$ cat config.mk
export PLATFORM = sky130hd
export DESIGN_NAME = priority_ready_queue
export DESIGN_NICKNAME = d
export VERILOG_FILES = /design/src/prq_pkg.sv /design/src/priority_ready_queue.sv
export SDC_FILE = /design/constraint.sdc
export NUM_CORES = 1
export LEC_CHECK = 0
export CAP_MARGIN = 20
export CELL_PAD_IN_SITES_DETAIL_PLACEMENT = 1
export CELL_PAD_IN_SITES_GLOBAL_PLACEMENT = 1
export CORE_AREA = 3 3 293 180
export DETAILED_ROUTE_END_ITERATION = 10
export DIE_AREA = 0 0 296 183
export DONT_BUFFER_PORTS = 1
export GPL_TIMING_DRIVEN = 0
export PLACE_DENSITY = 0.65
export SETUP_SLACK_MARGIN = 0.15
export SYNTH_ARGS = -nofsm -noshare
export SYNTH_HDL_FRONTEND = slang
export SYNTH_SLANG_ARGS = --single-unit
$ cat constraint.sdc
create_clock -name clk -period 4.71 [get_ports clk]
set_input_delay 0.7065 -clock clk [delete_from_list [all_inputs] [get_ports clk]]
set_output_delay 0.7065 -clock clk [all_outputs]
set_load 0.005 [all_outputs]
$ cat src/prq_pkg.sv
// Package for the priority ready queue: payload types, codes and sequencer states.
package prq_pkg;

	localparam int QUEUE_DEPTH_DEF = 16;

	localparam int ID_W   = 16;
	localparam int PRIO_W = 6;
	localparam int STAT_W = 2;

	localparam logic OP_PUSH = 1'b0;
	localparam logic OP_POP  = 1'b1;

	localparam logic [STAT_W-1:0] ST_OK    = 2'd0;
	localparam logic [STAT_W-1:0] ST_EMPTY = 2'd1;
	localparam logic [STAT_W-1:0] ST_FULL  = 2'd2;

	localparam logic REG_IDLE_ID = 1'b0;

	typedef struct packed {
		logic              opcode;
		logic [ID_W-1:0]   thread_id;
		logic [PRIO_W-1:0] priority_req;
	} req_item_t;

	typedef struct packed {
		logic [ID_W-1:0]   chosen_id;
		logic [PRIO_W-1:0] chosen_priority;
		logic [STAT_W-1:0] status;
	} rsp_item_t;

	typedef struct packed {
		logic [ID_W-1:0]   id;
		logic [PRIO_W-1:0] prio;
	} entry_t;

	typedef enum logic [1:0] {
		S_IDLE,
		S_SCAN,
		S_SHIFT,
		S_DONE
	} state_t;

endpackage

$ cat src/priority_ready_queue.sv
// Strict priority ready queue with oldest-first tie-break, scanned by one comparator.
//
// Entries are kept in insertion order in a single-port-write, single-port-read memory of
// QUEUE_DEPTH entries. A push's result passes through the result register and then the output
// register. A pop reads the stored entries one per cycle through the registered memory port
// and compares each against the running best, then closes the gap by copying the entries
// behind the winner one place forward, one per cycle; the memory port sets the pace of a pop.
// The block takes no new item while an item is at work or waits in S_DONE. A finished
// result waits in an output register; the next item may be taken, but its result holds in
// S_DONE until that register is free.
module priority_ready_queue #(
	parameter int QUEUE_DEPTH = prq_pkg::QUEUE_DEPTH_DEF
) (
	input  logic               clk,
	input  logic               arst_n,
	input  logic               req_valid,
	output logic               req_ready,
	input  prq_pkg::req_item_t req,
	output logic               rsp_valid,
	input  logic               rsp_ready,
	output prq_pkg::rsp_item_t rsp,
	input  logic               psel,
	input  logic               penable,
	input  logic               pwrite,
	input  logic [2:0]         paddr,
	input  logic [31:0]        pwdata,
	output logic [31:0]        prdata,
	output logic               pready
);
	import prq_pkg::*;

	localparam int IDX_W = (QUEUE_DEPTH > 1) ? $clog2(QUEUE_DEPTH) : 1;
	localparam int CNT_W = $clog2(QUEUE_DEPTH + 1);

	entry_t mem [QUEUE_DEPTH];

	state_t state_q, state_d;

	logic [ID_W-1:0]  idle_id_q;
	logic [CNT_W-1:0] occ_q;
	logic [CNT_W-1:0] rd_cnt_q;
	logic [CNT_W-1:0] cmp_cnt_q;
	logic [CNT_W-1:0] sh_cnt_q;
	logic [IDX_W-1:0] best_idx_q;
	entry_t           best_q;
	entry_t           rd_data_s1;
	logic             rd_vld_s1;
	logic [IDX_W-1:0] wr_addr_s1;
	rsp_item_t        res_q;
	rsp_item_t        rsp_q;
	logic             rsp_valid_q;

	logic             req_fire;
	logic             full;
	logic             issue;
	logic [IDX_W-1:0] rd_addr;
	logic             mem_we;
	logic [IDX_W-1:0] mem_waddr;
	entry_t           mem_wdata;
	logic             better;
	logic             scan_last;
	logic             shift_done;
	logic             out_free;
	logic [IDX_W-1:0] best_idx_next;

	assign full       = (occ_q == CNT_W'(QUEUE_DEPTH));
	assign req_fire   = req_valid && req_ready;
	assign out_free   = !rsp_valid_q || rsp_ready;
	assign better     = (cmp_cnt_q == '0) || (rd_data_s1.prio > best_q.prio);
	assign scan_last  = rd_vld_s1 && (cmp_cnt_q == occ_q - CNT_W'(1));
	assign shift_done = !issue && !rd_vld_s1;
	assign best_idx_next = better ? cmp_cnt_q[IDX_W-1:0] : best_idx_q;

	// Configuration port.
	assign pready = 1'b1;
	assign prdata = (paddr[2] == REG_IDLE_ID) ? {16'd0, idle_id_q} : 32'd0;

	always_ff @(posedge clk or negedge arst_n) begin
		if (!arst_n) begin
			idle_id_q <= '0;
		end else if (psel && penable && pwrite && pready && paddr[2] == REG_IDLE_ID) begin
			idle_id_q <= pwdata[ID_W-1:0];
		end
	end

	// Next state.
	always_comb begin
		state_d = state_q;
		case (state_q)
			S_IDLE: begin
				if (req_fire) begin
					if (req.opcode == OP_POP && occ_q != '0) begin
						state_d = S_SCAN;
					end else begin
						state_d = S_DONE;
					end
				end
			end
			S_SCAN: begin
				if (scan_last) begin
					state_d = S_SHIFT;
				end
			end
			S_SHIFT: begin
				if (shift_done) begin
					state_d = S_DONE;
				end
			end
			S_DONE: begin
				if (out_free) begin
					state_d = S_IDLE;
				end
			end
			default: state_d = S_IDLE;
		endcase
	end

	// Outputs of the sequencer: handshake, memory read and write controls.
	always_comb begin
		req_ready = 1'b0;
		issue     = 1'b0;
		rd_addr   = rd_cnt_q[IDX_W-1:0];
		mem_we    = 1'b0;
		mem_waddr = occ_q[IDX_W-1:0];
		mem_wdata = '{id: req.thread_id, prio: req.priority_req};
		case (state_q)
			S_IDLE: begin
				req_ready = 1'b1;
				mem_we    = req_valid && req.opcode == OP_PUSH && !full;
			end
			S_SCAN: begin
				issue   = (rd_cnt_q < occ_q);
				rd_addr = rd_cnt_q[IDX_W-1:0];
			end
			S_SHIFT: begin
				issue     = (sh_cnt_q < occ_q);
				rd_addr   = sh_cnt_q[IDX_W-1:0];
				mem_we    = rd_vld_s1;
				mem_waddr = wr_addr_s1;
				mem_wdata = rd_data_s1;
			end
			S_DONE: begin
				req_ready = 1'b0;
			end
			default: req_ready = 1'b0;
		endcase
	end

	// Entry store with a registered read port.
	always_ff @(posedge clk) begin
		if (mem_we) begin
			mem[mem_waddr] <= mem_wdata;
		end
		rd_data_s1 <= mem[rd_addr];
		wr_addr_s1 <= rd_addr - IDX_W'(1);
	end

	always_ff @(posedge clk or negedge arst_n) begin
		if (!arst_n) begin
			state_q     <= S_IDLE;
			occ_q       <= '0;
			rd_vld_s1   <= 1'b0;
			rsp_valid_q <= 1'b0;
		end else begin
			state_q   <= state_d;
			rd_vld_s1 <= issue;
			if (state_q == S_IDLE && req_fire && req.opcode == OP_PUSH && !full) begin
				occ_q <= occ_q + CNT_W'(1);
			end else if (state_q == S_SHIFT && shift_done) begin
				occ_q <= occ_q - CNT_W'(1);
			end
			if (state_q == S_DONE && out_free) begin
				rsp_valid_q <= 1'b1;
			end else if (rsp_ready) begin
				rsp_valid_q <= 1'b0;
			end
		end
	end

	// Scan counters, running best and result register.
	always_ff @(posedge clk) begin
		case (state_q)
			S_IDLE: begin
				rd_cnt_q  <= '0;
				cmp_cnt_q <= '0;
				if (req.opcode == OP_PUSH) begin
					res_q <= '{chosen_id: '0, chosen_priority: '0,
						status: full ? ST_FULL : ST_OK};
				end else begin
					res_q <= '{chosen_id: idle_id_q, chosen_priority: '0, status: ST_EMPTY};
				end
			end
			S_SCAN: begin
				if (issue) begin
					rd_cnt_q <= rd_cnt_q + CNT_W'(1);
				end
				if (rd_vld_s1) begin
					cmp_cnt_q <= cmp_cnt_q + CNT_W'(1);
					if (better) begin
						best_q <= rd_data_s1;
					end
					best_idx_q <= best_idx_next;
				end
				// The copy pass starts with the entry just behind the winner.
				sh_cnt_q <= {{(CNT_W-IDX_W){1'b0}}, best_idx_next} + CNT_W'(1);
			end
			S_SHIFT: begin
				if (issue) begin
					sh_cnt_q <= sh_cnt_q + CNT_W'(1);
				end
				res_q <= '{chosen_id: best_q.id, chosen_priority: best_q.prio, status: ST_OK};
			end
			S_DONE: begin
				if (out_free) begin
					rsp_q <= res_q;
				end
			end
			default: rd_cnt_q <= '0;
		endcase
	end

	assign rsp_valid = rsp_valid_q;
	assign rsp       = rsp_q;

endmodule

# Yosys cells after proc, flatten, opt, wreduce, memory -nomap -nowiden
# Memory sizes are Yosys's and may differ from the RTL's. A register that Yosys moved wholly into a read port is not among the register bits.
# Cells that the tools add are included.
# totals
ramBits	352
register_bits	118
in_bits	65
memories	1
# memory_table
memory	depth	width	rd	rd_clocked_by_memory_dff	wr	line_no	source
mem	16	22	1	1	1	priority_ready_queue.sv:35	entry_t mem [QUEUE_DEPTH];
# op_classes
eq_ne	12
reduce_logical	35
magnitude_cmp	3
n_mux	29
n_bitwise	2
add_sub_neg	7
# ops
op	n
$pmux 24 s2	1
$pmux 5 s2	3
$mux 5	5
$mux 24	1
$mux 22	1
$add 5x1->5 const B	4
$mux 16	1
$logic_and 1x1->1	14
$ne 2x2->1 const B	7
$mux 2	6
$mux 4	3
$lt 5x5->1	2
$reduce_and 2->1	5
$reduce_bool 2->1	5
$pmux 2 s4	1
$gt 6x6->1	1
$add 4x1->5 const B	1
$eq 5x5->1	1
$eq 5x5->1 const B	1
$logic_not 5->1	1
$mux 1	5
$reduce_bool 5->1	1
$sub 5x1->5 const B	1
$eq 2x2->1 const B	2
other kinds (9)	15

# Logic depth before layout (Yosys ltp)
# depth
word_depth	7
depth_mapped	12
mapped_depth_nobuf	12

# Worst setup path after synthesis
# Ideal clock, no wire load.
# synth_path
path_type	flip-flop to flip-flop
from	register state_q[0]
to	memory mem[10][0] (netlist name) (enable)
slack_ns	1.635
path_stages_with_launch	9
n_path_buf	3
synth_period_minus_slack_ns	3.075
arrival_time_ns	2.674
cell_sequence	dfrtp_1 > inv_1 > ha_1 > buf_4 > inv_1 > clkbuf_1 > clkbuf_1 > a31oi_1 > nor2_1
# synth_between
elab_chain_cells	4
elab_cells_between_ends	6
cone_classes	1 x eq/ne; 4 x mux; 1 x reduce/logical
# synth_lines
element	line_no	source
start: declaration	priority_ready_queue.sv:37	state_t state_q, state_d;
start signal: assignment	priority_ready_queue.sv:165	state_q <= state_d;
$eq 2x2->1 / $logic_not 2->1 (equally long branches)	priority_ready_queue.sv:126	case (state_q)
$pmux 1 s2	priority_ready_queue.sv:126	
$mux 1	priority_ready_queue.sv:151	if (mem_we) begin
$mux 1 (implied by the code)	priority_ready_queue.sv:152	mem[mem_waddr] <= mem_wdata;
end: declaration	priority_ready_queue.sv:35	
# Parallel ways exist; a longest one is shown, timed or not.

# Worst setup path in the final report
# layout_path
from	register state_q[0]
to	memory mem[15][14] (netlist name) (enable)
# Same word-level chain as after synthesis.

==> metrics.txt <==
outcome completed; Finish-stage setup viols 0; average cell area after synthesis 13.3 um^2; post-synthesis compound-gate area fraction 7.20%; fin cells 2269; core box area 0.0504 mm^2; Reg clk slew, reported paths 70 ps; initial antenna violation count 4; post-route ant nets 0; detailed-route via count 12722; # hold bufs at CTS 2; Int Power 9.97 mW; Yosys reg bits 492; final worst slack 869 ps; leak pwr 7.95 nW; sequential share of power 37.4%; mux share of post-synthesis cell area 2.52%; Die Ht 183 um; RSZ-0062 raised after global routing false; Skew-Pair Late Insertion Delay 560 ps; Pwr Total 17.0 mW; critical path required time 4900 ps; clock sinks 492; r2r setup slk 870 ps; largest family of logic cells by synthesized area simple AND/OR/NAND/NOR gates; Clock Tree Root clkbuf_16; maxcap violations 0; power density of the placed cells 753 mW/mm^2; layout cells sized above 1 11.4%; vias in the first global route 12806; Placed Cells 2180; Worst Setup End Kind flip-flop; CTS resizes 0; Clock Path Buffers 3; CP Buf/Inv Count 5; Max FO, Critical Path 22; clk_skew 11.1 ps; Cell Rows 64; Hold Path Class in -> reg; Detailed Place HPWL 40.4 mm; area grow syn2layout 13.1%; crit-path max cell delay 850 ps; Top Ports 124; Worst Path Class, Setup reg -> reg; RD Place Congestion 0.801; max-slew violations 0; vias per cell 5.61; die area 0.0542 mm^2; Synth Cell Area 0.0200 mm^2; final WL 58.0 mm; CP top delay family buffers and inverters; Placement Cell Area 0.0211 mm^2; simple-gate area share of the yosys netlist 12.8%; maximum VDD drop 375 uV; IO buf count 0; most common cell after layout, fill and taps aside edfxtp_1; Starting Density 39.6%; CP Cell Sequence inv_1 -> ha_1 -> buf_4 -> inv_1 -> clkbuf_1 -> clkbuf_1 -> a31oi_1 -> nor2_4; Synth Area in XOR/XNOR 0.833%; Final Hold Viols 0; Setup Buffers After CTS 0; TritonCTS buffer count 46; WHS 293 ps; drt initial violations 1479; logic gate share of total power 40.9%; EDFF count, synth 441; Fmax 260 MHz; min Tclk post-route 3840 ps; # H-tree levels 2; Ys Warns 0; Worst slew margin 31.8%; NumNets Final 1660; Seq/Total Area, Yosys 72.1%; # DRC 0; Wirelength per Cell 25.6 um; synth unique cells 53; crit share post-route 81.5%; instance count of the mapped netlist 1497; critical path arrival 4030 ps; Post-Synth Adder-Cell Area 1.57%; top_reg_cell synth edfxtp_1; Net Sw Frac 41.4%; most frequent cells in the layout edfxtp_1 (441), nand2_1 (382), and3_1 (68); TritonRoute pass-1 iters 5; Net Sw Power 7.04 mW; final-layout fill cell count 5103; pre-CTS WS 902 ps; CTS tree built; gr ovfl total 0; GR Util All Layers 21.3%; asr flop ratio synth 5.08%; clock share of power 21.7%; first-pass GRT wire length 85.0 mm; cell area after layout 0.0226 mm^2; critical path launch point type flip-flop; Worst Max-Slew Pin Slew 1020 ps; largest net degree at the start of global routing 26; Die Wd 296 um; slowest cell on the critical path nor2_4
[layer usage]
| metal | global-route usage (%) | vias up | part of all wire (%) |
|---|---|---|---|
| met5 | 0 | - | 0 |
| met4 | 3.77 | 0 | 1.5 |
| met3 | 3.59 | 60 | 7.2 |
| met2 | 30.3 | 446 | 41 |
| met1 | 34.5 | 6603 | 50 |
| li1 | - | 5613 | - |
[final cells by class]
type                            instances  area [um^2]  share of cell area [%]
Buffer                                105          490                    2.17
Timing Repair Buffer                   10          168                   0.742
Multi-Input combinational cell        887         5140                    22.8
Clock buffer                           63         1310                    5.79
Sequential cell                       492        14400                    63.7
Clock inverter                         23          160                   0.709
Tap cell                              660          826                    3.66
Inverter                               28          105                   0.465
Antenna cell                            1         2.50                  0.0111
[power groups by stage]
| stage | combinational [mW] | sequential [mW] | clock, mW |
|---|---|---|---|
| 2_1_floorplan | 4.13 | 6.25 | 0 |
| 3_3_place_gp | 6.50 | 6.44 | 0 |
| 3_5_place_dp | 6.82 | 6.44 | 0 |
| 4_1_cts | 6.88 | 6.36 | 3.75 |
| 5_1_grt | 7.53 | 6.42 | 3.93 |
| 6_report | 6.96 | 6.36 | 3.70 |
[registers in the layout (all words and copies together), names as in the netlist, 2 cells and up]
name and count:
best_q 22, res_q 24, occ_q 5, cmp_cnt_q 5
rd_cnt_q 5, wr_addr_s1 4, mem 352, best_idx_q 4
rd_data_s1 22, state_q 2, rsp 24, idle_id_q 16
sh_cnt_q 5
[metrics by stage]
step	setup TNS (ps)	util, %
global placement	-9770	41.4
floorplan	0	-
detailed placement	0	41.9
finish	0	44.9
global route	0	44.9
CTS	0	44.9
[cell usage after synthesis (2+ instances only)]
cell	number	area (um^2)
a21boi_0	3	22.5
a21oi_1	31	155
dfxtp_1	26	521
nand2_1	382	1430
a211oi_1	23	173
a211o_1	3	26.3
nor2_1	38	143
conb_1	2	7.51
mux2i_1	3	30.0
buf_2	23	115
o21ai_0	10	50.1
and2_1	5	31.3
mux2_2	42	473
or3_1	2	12.5
nor2b_1	20	125
buf_1	12	45.0
a311oi_1	44	385
nand4_1	2	12.5
dfrtp_1	25	626
and3_1	68	425
clkbuf_1	52	195
xnor2_1	12	105
nand2b_1	3	18.8
inv_1	27	101
a31oi_1	48	300
edfxtp_1	441	13200
ha_1	25	313
o32ai_1	2	17.5
nor3_1	5	25.0
a22o_1	16	140
xor2_1	7	61.3
nand3_1	55	275
o211ai_1	2	15.0
nor3b_1	2	15.0
buf_4	18	135
[worst paths after layout]
| kind | depth (start not counted) | endpoint | start |
|---|---|---|---|
| min reg2reg | 0 | rsp[3] | res_q[3] |
| max | 8 | mem[15][14] | state_q[0] |
| min in group asynchronous | 2 | occ_q[1] | arst_n |
| max reg2reg | 8 | mem[15][14] | state_q[0] |
| max in group asynchronous | 2 | idle_id_q[11] | arst_n |
| min | 1 | idle_id_q[6] | pwdata[6] |
[logic make-up (layout without fill, tap and decap cells)]
family | after synthesis | count (layout)
adder cells (fa/ha/maj) | 25 | 25
AND/OR/NAND/NOR | 586 | 586
flip-flops | 492 | 492
XOR/XNOR | 19 | 19
AO/OA/AOI/OAI | 195 | 195
multiplexers | 45 | 45
buffers and inverters | 133 | 229
other | 2 | 18
(Power assumes the default switching activity.)
